===== config.mk =====
export PLATFORM = sky130hd
export DESIGN_NAME = log_record_decoder_checker_top
export DESIGN_NICKNAME = d
export VERILOG_FILES = /design/src/lrdc_pkg.sv /design/src/lrdc_front.sv /design/src/lrdc_queue.sv /design/src/lrdc_back.sv /design/src/log_record_decoder_checker_top.sv
export SDC_FILE = /design/constraint.sdc
export NUM_CORES = 2
export LEC_CHECK = 0
export ABC_CLOCK_PERIOD_IN_PS = 14950
export BUFFER_PORTS_ARGS = -buffer_cell sky130_fd_sc_hd__buf_2
export CORE_MARGIN = 2
export CORE_UTILIZATION = 40
export CTS_BUF_LIST = sky130_fd_sc_hd__clkbuf_16
export DETAILED_ROUTE_END_ITERATION = 8
export PLACE_DENSITY_LB_ADDON = 0.15
export SYNTH_ARGS = -nofsm -noshare
export SYNTH_HDL_FRONTEND = slang
export SYNTH_SLANG_ARGS = --single-unit

===== constraint.sdc =====
create_clock -name clock -period 14.95 [get_ports clock]
set_input_delay 2.2425 -clock clock [delete_from_list [all_inputs] [get_ports clock]]
set_output_delay 2.2425 -clock clock [all_outputs]
set_load 0.1 [all_outputs]

===== src/lrdc_pkg.sv =====
`timescale 1ns / 1ps
`default_nettype none

package lrdc_pkg;

   localparam int HEADER_BYTES = 20;
   localparam int HDR_IDX_W = 5;
   localparam int KEY_LEN_W = 32;
   localparam int VAL_LEN_W = 32;
   localparam int TS_W = 64;
   localparam int CRC_W = 32;
   localparam int SEEN_W = 33;
   localparam int CONSUMED_W = 34;

   localparam logic [CRC_W-1:0] CRC_POLY = 32'hEDB8_8320;
   localparam logic [CRC_W-1:0] CRC_INIT = 32'hFFFF_FFFF;

   localparam int QUEUE_DEPTH = 4;
   localparam int QUEUE_AW = $clog2(QUEUE_DEPTH);
   localparam int QUEUE_CW = $clog2(QUEUE_DEPTH + 1);

   localparam logic ITEM_PAYLOAD = 1'b0;
   localparam logic ITEM_VERDICT = 1'b1;

   typedef enum logic [1:0] {
      VERDICT_OK        = 2'd0,
      VERDICT_HDR_TRUNC = 2'd1,
      VERDICT_PAY_TRUNC = 2'd2,
      VERDICT_CRC_BAD   = 2'd3
   } verdict_type;

   typedef struct packed {
      logic                  has_payload;
      logic [7:0]            payload_byte;
      logic                  in_value_part;
      logic                  has_verdict;
      verdict_type           verdict;
      logic [TS_W-1:0]       record_timestamp;
      logic [KEY_LEN_W-1:0]  key_length;
      logic [VAL_LEN_W-1:0]  value_length;
      logic [CONSUMED_W-1:0] consumed_bytes;
   } cmd_type;

   function automatic logic [CRC_W-1:0] crc_byte(input logic [CRC_W-1:0] c,
                                                  input logic [7:0] b);
      logic [CRC_W-1:0] r;
      r = c ^ {24'd0, b};
      for (int k = 0; k < 8; k++) begin
         r = r[0] ? ((r >> 1) ^ CRC_POLY) : (r >> 1);
      end
      return r;
   endfunction

endpackage

`default_nettype wire


===== src/lrdc_front.sv =====
`timescale 1ns / 1ps
`default_nettype none

module lrdc_front (
   input  wire logic            clock,
   input  wire logic            reset,
   input  wire logic            push,
   output logic                 full,
   input  wire logic [7:0]      req_data_byte,
   input  wire logic            req_end_of_data,
   output logic                 cmd_wr,
   output lrdc_pkg::cmd_type    cmd,
   input  wire logic            queue_full
);
   import lrdc_pkg::*;

   logic [HDR_IDX_W-1:0] header_index_ff, header_index_in;
   logic [TS_W-1:0]      timestamp_ff, timestamp_in;
   logic [KEY_LEN_W-1:0] key_len_ff, key_len_in;
   logic [VAL_LEN_W-1:0] value_len_ff, value_len_in;
   logic [CRC_W-1:0]     stored_crc_ff, stored_crc_in;
   logic [CRC_W-1:0]     running_crc_ff, running_crc_in;
   logic [SEEN_W-1:0]    payload_seen_ff, payload_seen_in;

   logic                 accept;
   logic                 in_header;
   logic [SEEN_W-1:0]    total;
   logic                 clear;
   logic [5:0]           ts_shift;
   logic [4:0]           word_shift;

   assign full      = queue_full;
   assign accept    = push && !queue_full;
   assign in_header = header_index_ff < HDR_IDX_W'(HEADER_BYTES);
   assign ts_shift  = {header_index_ff[2:0], 3'b000};
   assign word_shift = {header_index_ff[1:0], 3'b000};

   always_comb begin
      header_index_in = header_index_ff;
      timestamp_in    = timestamp_ff;
      key_len_in      = key_len_ff;
      value_len_in    = value_len_ff;
      stored_crc_in   = stored_crc_ff;
      running_crc_in  = running_crc_ff;
      payload_seen_in = payload_seen_ff;
      total           = {1'b0, key_len_ff} + {1'b0, value_len_ff};
      clear           = 1'b0;
      cmd             = '0;

      if (accept) begin
         if (in_header) begin
            if (header_index_ff < HDR_IDX_W'(8)) begin
               timestamp_in = timestamp_ff | (TS_W'(req_data_byte) << ts_shift);
            end else if (header_index_ff < HDR_IDX_W'(12)) begin
               key_len_in = key_len_ff | (KEY_LEN_W'(req_data_byte) << word_shift);
            end else if (header_index_ff < HDR_IDX_W'(16)) begin
               value_len_in = value_len_ff | (VAL_LEN_W'(req_data_byte) << word_shift);
            end else begin
               stored_crc_in = stored_crc_ff | (CRC_W'(req_data_byte) << word_shift);
            end
            if (header_index_ff < HDR_IDX_W'(16)) begin
               running_crc_in = crc_byte(running_crc_ff, req_data_byte);
            end
            header_index_in = header_index_ff + 1'b1;
            total = {1'b0, key_len_in} + {1'b0, value_len_in};

            if (header_index_in == HDR_IDX_W'(HEADER_BYTES) && total == '0) begin
               cmd.has_verdict      = 1'b1;
               cmd.verdict          = ((running_crc_in ^ CRC_INIT) == stored_crc_in)
                                      ? VERDICT_OK : VERDICT_CRC_BAD;
               cmd.record_timestamp = timestamp_in;
               cmd.key_length       = key_len_in;
               cmd.value_length     = value_len_in;
               cmd.consumed_bytes   = CONSUMED_W'(HEADER_BYTES);
               clear                = 1'b1;
            end else if (req_end_of_data) begin
               cmd.has_verdict = 1'b1;
               if (header_index_in < HDR_IDX_W'(HEADER_BYTES)) begin
                  cmd.verdict = VERDICT_HDR_TRUNC;
               end else begin
                  cmd.verdict          = VERDICT_PAY_TRUNC;
                  cmd.record_timestamp = timestamp_in;
                  cmd.key_length       = key_len_in;
                  cmd.value_length     = value_len_in;
               end
               clear = 1'b1;
            end
         end else begin
            cmd.has_payload   = 1'b1;
            cmd.payload_byte  = req_data_byte;
            cmd.in_value_part = payload_seen_ff >= {1'b0, key_len_ff};
            running_crc_in    = crc_byte(running_crc_ff, req_data_byte);
            payload_seen_in   = payload_seen_ff + 1'b1;

            if (payload_seen_in >= total) begin
               cmd.has_verdict      = 1'b1;
               cmd.verdict          = ((running_crc_in ^ CRC_INIT) == stored_crc_ff)
                                      ? VERDICT_OK : VERDICT_CRC_BAD;
               cmd.record_timestamp = timestamp_ff;
               cmd.key_length       = key_len_ff;
               cmd.value_length     = value_len_ff;
               cmd.consumed_bytes   = CONSUMED_W'(HEADER_BYTES) + CONSUMED_W'(total);
               clear                = 1'b1;
            end else if (req_end_of_data) begin
               cmd.has_verdict      = 1'b1;
               cmd.verdict          = VERDICT_PAY_TRUNC;
               cmd.record_timestamp = timestamp_ff;
               cmd.key_length       = key_len_ff;
               cmd.value_length     = value_len_ff;
               clear                = 1'b1;
            end
         end
      end

      if (clear) begin
         header_index_in = '0;
         timestamp_in    = '0;
         key_len_in      = '0;
         value_len_in    = '0;
         stored_crc_in   = '0;
         running_crc_in  = CRC_INIT;
         payload_seen_in = '0;
      end
   end

   assign cmd_wr = accept && (cmd.has_payload || cmd.has_verdict);

   always_ff @(posedge clock) begin
      if (reset) begin
         header_index_ff <= '0;
         timestamp_ff    <= '0;
         key_len_ff      <= '0;
         value_len_ff    <= '0;
         stored_crc_ff   <= '0;
         running_crc_ff  <= CRC_INIT;
         payload_seen_ff <= '0;
      end else begin
         header_index_ff <= header_index_in;
         timestamp_ff    <= timestamp_in;
         key_len_ff      <= key_len_in;
         value_len_ff    <= value_len_in;
         stored_crc_ff   <= stored_crc_in;
         running_crc_ff  <= running_crc_in;
         payload_seen_ff <= payload_seen_in;
      end
   end

`ifndef SYNTHESIS
   a_index_range: assert property (@(posedge clock) disable iff (reset)
      header_index_ff <= HDR_IDX_W'(HEADER_BYTES))
      else $error("header index out of range");
   a_seen_only_in_payload: assert property (@(posedge clock) disable iff (reset)
      in_header |-> payload_seen_ff == '0)
      else $error("payload count nonzero in header");
   a_no_header_overflow: assert property (@(posedge clock) disable iff (reset)
      (accept && in_header && header_index_ff == HDR_IDX_W'(HEADER_BYTES - 1))
      |=> !in_header || header_index_ff == '0)
      else $error("header did not complete");
`endif

endmodule

`default_nettype wire


===== src/lrdc_queue.sv =====
`timescale 1ns / 1ps
`default_nettype none

module lrdc_queue (
   input  wire logic             clock,
   input  wire logic             reset,
   input  wire logic             wr_en,
   input  wire lrdc_pkg::cmd_type wr_cmd,
   output logic                  queue_full,
   input  wire logic             rd_en,
   output lrdc_pkg::cmd_type     rd_cmd,
   output logic                  head_valid
);
   import lrdc_pkg::*;

   cmd_type               entry_ff [QUEUE_DEPTH];
   logic [QUEUE_AW-1:0]   wr_ptr_ff, wr_ptr_in;
   logic [QUEUE_AW-1:0]   rd_ptr_ff, rd_ptr_in;
   logic [QUEUE_CW-1:0]   count_ff, count_in;

   assign queue_full = count_ff == QUEUE_CW'(QUEUE_DEPTH);
   assign head_valid = count_ff != '0;
   assign rd_cmd     = entry_ff[rd_ptr_ff];

   always_comb begin
      wr_ptr_in = wr_ptr_ff;
      rd_ptr_in = rd_ptr_ff;
      count_in  = count_ff;
      if (wr_en) begin
         wr_ptr_in = (wr_ptr_ff == QUEUE_AW'(QUEUE_DEPTH - 1)) ? '0 : wr_ptr_ff + 1'b1;
      end
      if (rd_en) begin
         rd_ptr_in = (rd_ptr_ff == QUEUE_AW'(QUEUE_DEPTH - 1)) ? '0 : rd_ptr_ff + 1'b1;
      end
      if (wr_en && !rd_en) begin
         count_in = count_ff + 1'b1;
      end else if (rd_en && !wr_en) begin
         count_in = count_ff - 1'b1;
      end
   end

   always_ff @(posedge clock) begin
      if (reset) begin
         wr_ptr_ff <= '0;
         rd_ptr_ff <= '0;
         count_ff  <= '0;
      end else begin
         wr_ptr_ff <= wr_ptr_in;
         rd_ptr_ff <= rd_ptr_in;
         count_ff  <= count_in;
      end
   end

   always_ff @(posedge clock) begin
      if (wr_en) begin
         entry_ff[wr_ptr_ff] <= wr_cmd;
      end
   end

`ifndef SYNTHESIS
   a_count_bound: assert property (@(posedge clock) disable iff (reset)
      count_ff <= QUEUE_CW'(QUEUE_DEPTH))
      else $error("queue count overflow");
   a_no_write_full: assert property (@(posedge clock) disable iff (reset)
      wr_en |-> !queue_full)
      else $error("write into full queue");
   a_no_read_empty: assert property (@(posedge clock) disable iff (reset)
      rd_en |-> head_valid)
      else $error("read from empty queue");
`endif

endmodule

`default_nettype wire


===== src/lrdc_back.sv =====
`timescale 1ns / 1ps
`default_nettype none

module lrdc_back (
   input  wire logic              clock,
   input  wire logic              reset,
   input  wire logic              head_valid,
   input  wire lrdc_pkg::cmd_type head,
   output logic                   head_done,
   output logic                   empty,
   input  wire logic              pop,
   output logic                   rsp_item_kind,
   output logic [7:0]             rsp_payload_byte,
   output logic                   rsp_in_value_part,
   output logic [1:0]             rsp_verdict,
   output logic [63:0]            rsp_record_timestamp,
   output logic [31:0]            rsp_key_length,
   output logic [31:0]            rsp_value_length,
   output logic [33:0]            rsp_consumed_bytes
);
   import lrdc_pkg::*;

   logic                  out_valid_ff, out_valid_in;
   logic                  second_ff, second_in;
   logic                  load;
   logic                  emit;
   logic                  emit_payload;

   logic                  kind_ff;
   logic [7:0]            byte_ff;
   logic                  value_part_ff;
   verdict_type           verdict_ff;
   logic [TS_W-1:0]       ts_ff;
   logic [KEY_LEN_W-1:0]  key_len_ff;
   logic [VAL_LEN_W-1:0]  value_len_ff;
   logic [CONSUMED_W-1:0] consumed_ff;

   assign load         = !out_valid_ff || pop;
   assign emit         = load && head_valid;
   assign emit_payload = head.has_payload && !second_ff;

   always_comb begin
      out_valid_in = out_valid_ff;
      second_in    = second_ff;
      head_done    = 1'b0;
      if (load) begin
         out_valid_in = head_valid;
      end
      if (emit) begin
         if (emit_payload && head.has_verdict) begin
            second_in = 1'b1;
         end else begin
            second_in = 1'b0;
            head_done = 1'b1;
         end
      end
   end

   always_ff @(posedge clock) begin
      if (reset) begin
         out_valid_ff <= 1'b0;
         second_ff    <= 1'b0;
      end else begin
         out_valid_ff <= out_valid_in;
         second_ff    <= second_in;
      end
   end

   always_ff @(posedge clock) begin
      if (emit) begin
         if (emit_payload) begin
            kind_ff       <= ITEM_PAYLOAD;
            byte_ff       <= head.payload_byte;
            value_part_ff <= head.in_value_part;
            verdict_ff    <= VERDICT_OK;
            ts_ff         <= '0;
            key_len_ff    <= '0;
            value_len_ff  <= '0;
            consumed_ff   <= '0;
         end else begin
            kind_ff       <= ITEM_VERDICT;
            byte_ff       <= '0;
            value_part_ff <= 1'b0;
            verdict_ff    <= head.verdict;
            ts_ff         <= head.record_timestamp;
            key_len_ff    <= head.key_length;
            value_len_ff  <= head.value_length;
            consumed_ff   <= head.consumed_bytes;
         end
      end
   end

   assign empty                = !out_valid_ff;
   assign rsp_item_kind        = kind_ff;
   assign rsp_payload_byte     = byte_ff;
   assign rsp_in_value_part    = value_part_ff;
   assign rsp_verdict          = verdict_ff;
   assign rsp_record_timestamp = ts_ff;
   assign rsp_key_length       = key_len_ff;
   assign rsp_value_length     = value_len_ff;
   assign rsp_consumed_bytes   = consumed_ff;

`ifndef SYNTHESIS
   a_second_has_verdict: assert property (@(posedge clock) disable iff (reset)
      second_ff |-> head_valid && head.has_verdict && head.has_payload)
      else $error("verdict half pending without entry");
   a_payload_fields_clear: assert property (@(posedge clock) disable iff (reset)
      (out_valid_ff && kind_ff == ITEM_PAYLOAD) |-> consumed_ff == '0 && ts_ff == '0)
      else $error("payload item carries verdict fields");
   a_hold_when_stalled: assert property (@(posedge clock) disable iff (reset)
      (out_valid_ff && !pop) |=> out_valid_ff && $stable(kind_ff) && $stable(second_ff))
      else $error("stalled item changed");
`endif

endmodule

`default_nettype wire


===== src/log_record_decoder_checker_top.sv =====
// record stream checker: 20-byte header, key and value payload, crc-32 verdict
// input queue side: one stream byte per item on req_data_byte, with
//   req_end_of_data marking the last available byte; push while full is low
// result queue side: while empty is low the oldest result is on the rsp_ ports;
//   pop takes it; a payload byte gives one item, the last payload byte gives
//   the payload item and then the verdict item
// path: a byte's result passes from the front through the command queue into
//   the output register; a trailing verdict item follows its payload item
// throughput: one byte per cycle while full is low; the back end emits one item
//   per cycle while the receiver pops, so the extra verdict item of a record's
//   closing byte is absorbed by the 4-entry command queue between front and back
// full rises only when the command queue is full, which happens only when
//   the receiver holds pop low
// reset clears the parser to expect the first header byte of a record and
//   empties the queue and the output register
// a stalled receiver holds the current result; the front keeps taking bytes
//   until the queue fills
`timescale 1ns / 1ps
`default_nettype none

module log_record_decoder_checker_top (
   input  wire logic        clock,
   input  wire logic        reset,
   input  wire logic        push,
   output logic             full,
   input  wire logic [7:0]  req_data_byte,
   input  wire logic        req_end_of_data,
   output logic             empty,
   input  wire logic        pop,
   output logic             rsp_item_kind,
   output logic [7:0]       rsp_payload_byte,
   output logic             rsp_in_value_part,
   output logic [1:0]       rsp_verdict,
   output logic [63:0]      rsp_record_timestamp,
   output logic [31:0]      rsp_key_length,
   output logic [31:0]      rsp_value_length,
   output logic [33:0]      rsp_consumed_bytes
);
   import lrdc_pkg::*;

   logic    cmd_wr;
   cmd_type cmd;
   logic    queue_full;
   logic    head_valid;
   cmd_type head;
   logic    head_done;

   lrdc_front u_front (
      .clock           (clock),
      .reset           (reset),
      .push            (push),
      .full            (full),
      .req_data_byte   (req_data_byte),
      .req_end_of_data (req_end_of_data),
      .cmd_wr          (cmd_wr),
      .cmd             (cmd),
      .queue_full      (queue_full)
   );

   lrdc_queue u_queue (
      .clock      (clock),
      .reset      (reset),
      .wr_en      (cmd_wr),
      .wr_cmd     (cmd),
      .queue_full (queue_full),
      .rd_en      (head_done),
      .rd_cmd     (head),
      .head_valid (head_valid)
   );

   lrdc_back u_back (
      .clock                (clock),
      .reset                (reset),
      .head_valid           (head_valid),
      .head                 (head),
      .head_done            (head_done),
      .empty                (empty),
      .pop                  (pop),
      .rsp_item_kind        (rsp_item_kind),
      .rsp_payload_byte     (rsp_payload_byte),
      .rsp_in_value_part    (rsp_in_value_part),
      .rsp_verdict          (rsp_verdict),
      .rsp_record_timestamp (rsp_record_timestamp),
      .rsp_key_length       (rsp_key_length),
      .rsp_value_length     (rsp_value_length),
      .rsp_consumed_bytes   (rsp_consumed_bytes)
   );

endmodule

`default_nettype wire


==> run summary <==
The run finished with clean final reports. The number of clock buffers inserted by TritonCTS is 118. The warning count from the yosys run came out at 0.

The path type of the worst setup path is input pin to flip-flop. The estimated wirelength of the detail-placed design is 96,900 um. In this design, the critical path's most frequently occurring cell is o21ai_0. The most common cell in the synthesized netlist is edfxtp_1. The maximum clock path buffer count is 3. In this run the worst hold path is classified as flip-flop to flip-flop.

The I/O pin count came out at 189. The number of buffers added to fix hold violations after cts is 0. Setup violations remaining at the end of the flow were counted as 0. The remaining max-slew budget at the tightest pin came out at 24.1%. The number of flops mapped to enable cells by yosys is 874. Once the floorplan was initialized, standard cells occupied 40.3% of the core. In the synthesized netlist the async set-or-reset flop fraction comes to 0%. The end of the critical path is u_queue.entry_ff[2][73]$_DFFE_PP_.

The internal reg-to-reg setup slack came out at 6.29 ns. The highest cell delay on the worst timing path is 0.86 ns. Setup repair after global routing left no endpoint under its margin.

Compared with the post-synthesis result, the final layout area differs by 12.8%. On the final layout, the worst clock skew is 0.0444 ns. The worst-skew pair later-pin latency is 0.76 ns.

The detailed-route via count came out at 32,500. The capturing element type of the critical path is a flip-flop. The instance count on the critical path came out at 19. The mapped netlist covers 51,400 um^2. The pin count of the biggest net entering global routing is 208. The number of slew-limit violations in the final report came out at 0. The sink count of the clock tree is 1,115. The proportion of total power due to net switching is 40.4%.

The power dissipated by switching net loads is 4320 uW. The endpoint identified for the worst register-to-register timing path is u_queue.entry_ff[2][73]$_DFFE_PP_. The register bit total from synthesis is 1,115.

The post-layout net count came out at 4,211. By count the netlist is led by edfxtp_1 (874), nor2_1 (462), nor2b_1 (252). The kind of cell adding the most delay to the critical path is compound AO/OA/AOI/OAI gates. The die area is 131,000 um^2.

The relative contribution of combinational cells to total power is 35.0%. The die height is 362 um. The portion of total power attributed to sequential cells is 37.2%. The first routing iteration left 2,605 violations. The root buffer cell chosen for the clock tree is clkbuf_16. The required time at the endpoint of the critical path came out at 15.31 ns. The cell internal power dissipation is 6360 uW. The final count of hold timing violations is 0. Synthesis instantiated 84 different standard cells from the library. Summed over its instances, the top area cell type makes up 51.1% of the synthesized netlist area. For this run the aggregate overflow at the end of global routing stands at 0.

The worst path buffer plus inverter count is 4. The worst path setup slack after routing is 5.90 ns. Among all flip-flop cells after synthesis, the most frequent one is edfxtp_1. The startpoint identified for the worst register-to-register timing path is u_front.header_index_ff[0]$_SDFFE_PP0P_. The critical-path maximum fanout came out at 117. The biggest area contributor in the post-synthesis netlist is edfxtp_1. The most critical setup path has its startpoint at req_data_byte[3]. The count of cells along the worst register-to-register path is 19.

The post-route clock period utilization came out at 60.5%. The total routing resource utilization after global routing is 21.7%. The area of all placed cells without fillers came out at 58,000 um^2.

The H-tree generated during clock tree synthesis spans 3 levels. The post-cts resize count came out at 0. After synthesis, the cell types taking the most area are edfxtp_1 (51%), dfxtp_1 (9.4%), mux4_2 (7.7%), ha_1 (3.4%), a211oi_1 (3.4%). Among all stages on the critical path, the largest delay is contributed by buf_4. After detailed placement, the total cell area comes to 54,000 um^2. The number of remaining DRC errors came out at 0. The post-CTS repair timing setup buffer count is 0. After floorplanning, the core was divided into 131 placement rows.

The worst hold path begins at u_front.timestamp_ff[33]$_SDFFE_PP0P_. The tool flagged a number of max-cap violations equal to 0. The leakage power came out at 0.0193 uW. The die boundary width is 362 um.

The TritonCTS clock tree is done. The critical path goes through buf_2 > nand2_1 > o21ai_0 > ha_1 > a21oi_1 > o21ai_0 > a21bo_2 > a31oi_2 > xnor2_1 > a2111oi_0 > o311a_1 > nand4_1 > or4_4 > nor2_1 > o21ai_0 > buf_4 > nor2_4 > buf_12 > buf_4. The arrival time of data at the critical path endpoint is 9.41 ns. For the pin with the worst max-slew slack, the measured transition is 1.14 ns. After clock tree synthesis, the clock-pin slew on the worst setup and hold paths is 0.06 ns. Dividing total power by cell area gives a power density of 184 nW/um^2. Static timing analysis puts the maximum clock frequency at 0.110 GHz. IR analysis of the VDD net gives a maximum drop of 0.000157 V. The final RePlAce weighted congestion came out at 0.914. The final routed wirelength across all metal layers came out at 145,000 um. Input and output buffers added on the ports amount to 188. Before CTS, the worst setup slack after placement is 5.30 ns.

The sequential fraction of the synthesis area came out at 60.5%. Counting the fill cells in the layout gives 11,600. STA classifies the critical path startpoint as an input pin. For this run, the share of the core covered by cells in the final layout is 45.4%.

The detail route stage leaves a number of antenna-violating nets equal to 0. The clock network is responsible for 27.7% of the overall power. The first-pass GRT wire length is 214,000 um. The post-synthesis cell count is 3,933. The core region area came out at 128,000 um^2. The initial antenna violation count was 6.

The final critical-path required period came out at 9.05 ns. After synthesis, the mean cell area works out to 13.1 um^2. In the routed layout, each cell is associated on average with a via count of 5.58.

The layout cell share with drive strength beyond 1 came out at 15.1%. The net count after synthesis came out at 4,087. Setup total negative slack on the finished layout was measured at 0 ns.

The via count of the first global-routing pass came out at 32,200. The length of the first detailed-routing pass in iterations came out at 6. The routed wirelength normalized by instance count is 24.9 um.
## registers in the layout (all words and copies together), names as in the netlist, 2 cells and up, named ones only
signal / flops
u_front.stored_crc_ff: 32
u_front.value_len_ff: 32
u_queue.wr_ptr_ff: 2
u_front.header_index_ff: 5
u_front.timestamp_ff: 64
u_front.key_len_ff: 32
u_queue.entry_ff: 700
u_back.rsp_verdict: 2
u_front.payload_seen_ff: 33
u_front.running_crc_ff: 32
u_back.rsp_record_timestamp: 64
u_back.rsp_payload_byte: 8
u_back.rsp_key_length: 32
u_back.rsp_value_length: 32
u_back.rsp_consumed_bytes: 34
u_queue.rd_ptr_ff: 2
u_queue.count_ff: 3
## cell usage in the layout (no fill, tap or decap), types with 27 or more instances in the layout
cell type,count
edfxtp_1,874
nor2_1,456
nor2b_1,249
dfxtp_1,239
a211oi_1,231
buf_2,187
mux4_2,175
nand2_1,160
xnor2_1,156
o21ai_0,140
ha_1,139
a21oi_1,134
clkbuf_16,121
inv_1,110
xor2_1,109
a32o_1,63
buf_4,53
nand3_1,43
nor3_1,39
o21bai_1,38
nand4_1,37
clkinv_1,27
## metrics by stage
stage / cells / power [uW] / hold slack, ns
floorplan: 3933 / 7190 / 0.445
global placement: 5599 / 7830 / 0.482
detailed placement: 5599 / 7840 / 0.485
CTS: 5821 / 10800 / 0.495
global route: 5821 / 11100 / 0.518
finish: 5822 / 10700 / 0.493
## worst reg2reg max path: cells and delay by family, from the launching register on
kind,cells,cell delay [ns]
DFF,1,0.48
buffers and inverters,3,1.90
adders and majority gates,1,0.39
and+or+nand+nor,6,2.61
AOI/OAI and AO/OA,8,2.68
xor gates and xnor gates,1,0.16
## power groups by stage
stage	registers [uW]	logic [uW]	clock network, uW
2_1_floorplan	5910	1280	0
3_3_place_gp	4040	3790	0
3_5_place_dp	4050	3780	0
4_1_cts	3990	3790	3040
5_1_grt	4020	3930	3150
6_report	3980	3740	2960
## routing by layer
layer	GRT usage, %	up-vias	routed length [um]
met5	0	-	11
met4	6.66	2	3890
met3	3.37	190	7150
met2	35.8	829	69500
met1	29.7	16400	64100
li1	-	15100	-
## worst min-delay path by stage
stage                                                       end  slack, ns  cells after the start
after global placement     u_front.timestamp_ff[8]$_SDFFE_PP0P_       0.48                      2
after detailed placement                              flip-flop       0.48                      2
after global routing       u_front.timestamp_ff[4]$_SDFFE_PP0P_       0.52                      2
after CTS                 u_front.timestamp_ff[45]$_SDFFE_PP0P_       0.49                      2
after floorplan                u_back.out_valid_ff$_SDFFE_PP0P_       0.45                      2
final                     u_front.timestamp_ff[33]$_SDFFE_PP0P_       0.49                      2
## final cells by class
| class | instances | area [um^2] | area share [%] |
|---|---|---|---|
| sequential | 1115 | 31100 | 53.6 |
| clock inverter | 101 | 900 | 1.55 |
| timing repair buffer | 245 | 1430 | 2.46 |
| tap | 1662 | 2080 | 3.59 |
| antenna | 1 | 2.50 | 0.00432 |
| clock buffer | 121 | 3030 | 5.22 |
| inverter | 83 | 312 | 0.538 |
| multi-input combinational | 2494 | 19100 | 33.0 |
## logic make-up after synthesis
| logic type | Yosys count | share of synthesized area, % |
|---|---|---|
| xor+xnor | 265 | 4.52 |
| simple gates | 1133 | 10.8 |
| fa+ha+maj | 141 | 3.46 |
| compound gates | 769 | 10.4 |
| mux | 186 | 7.89 |
| buf+inv | 324 | 2.50 |
| flops | 1115 | 60.5 |
No activity file was read; power rests on OpenSTA's default activity.
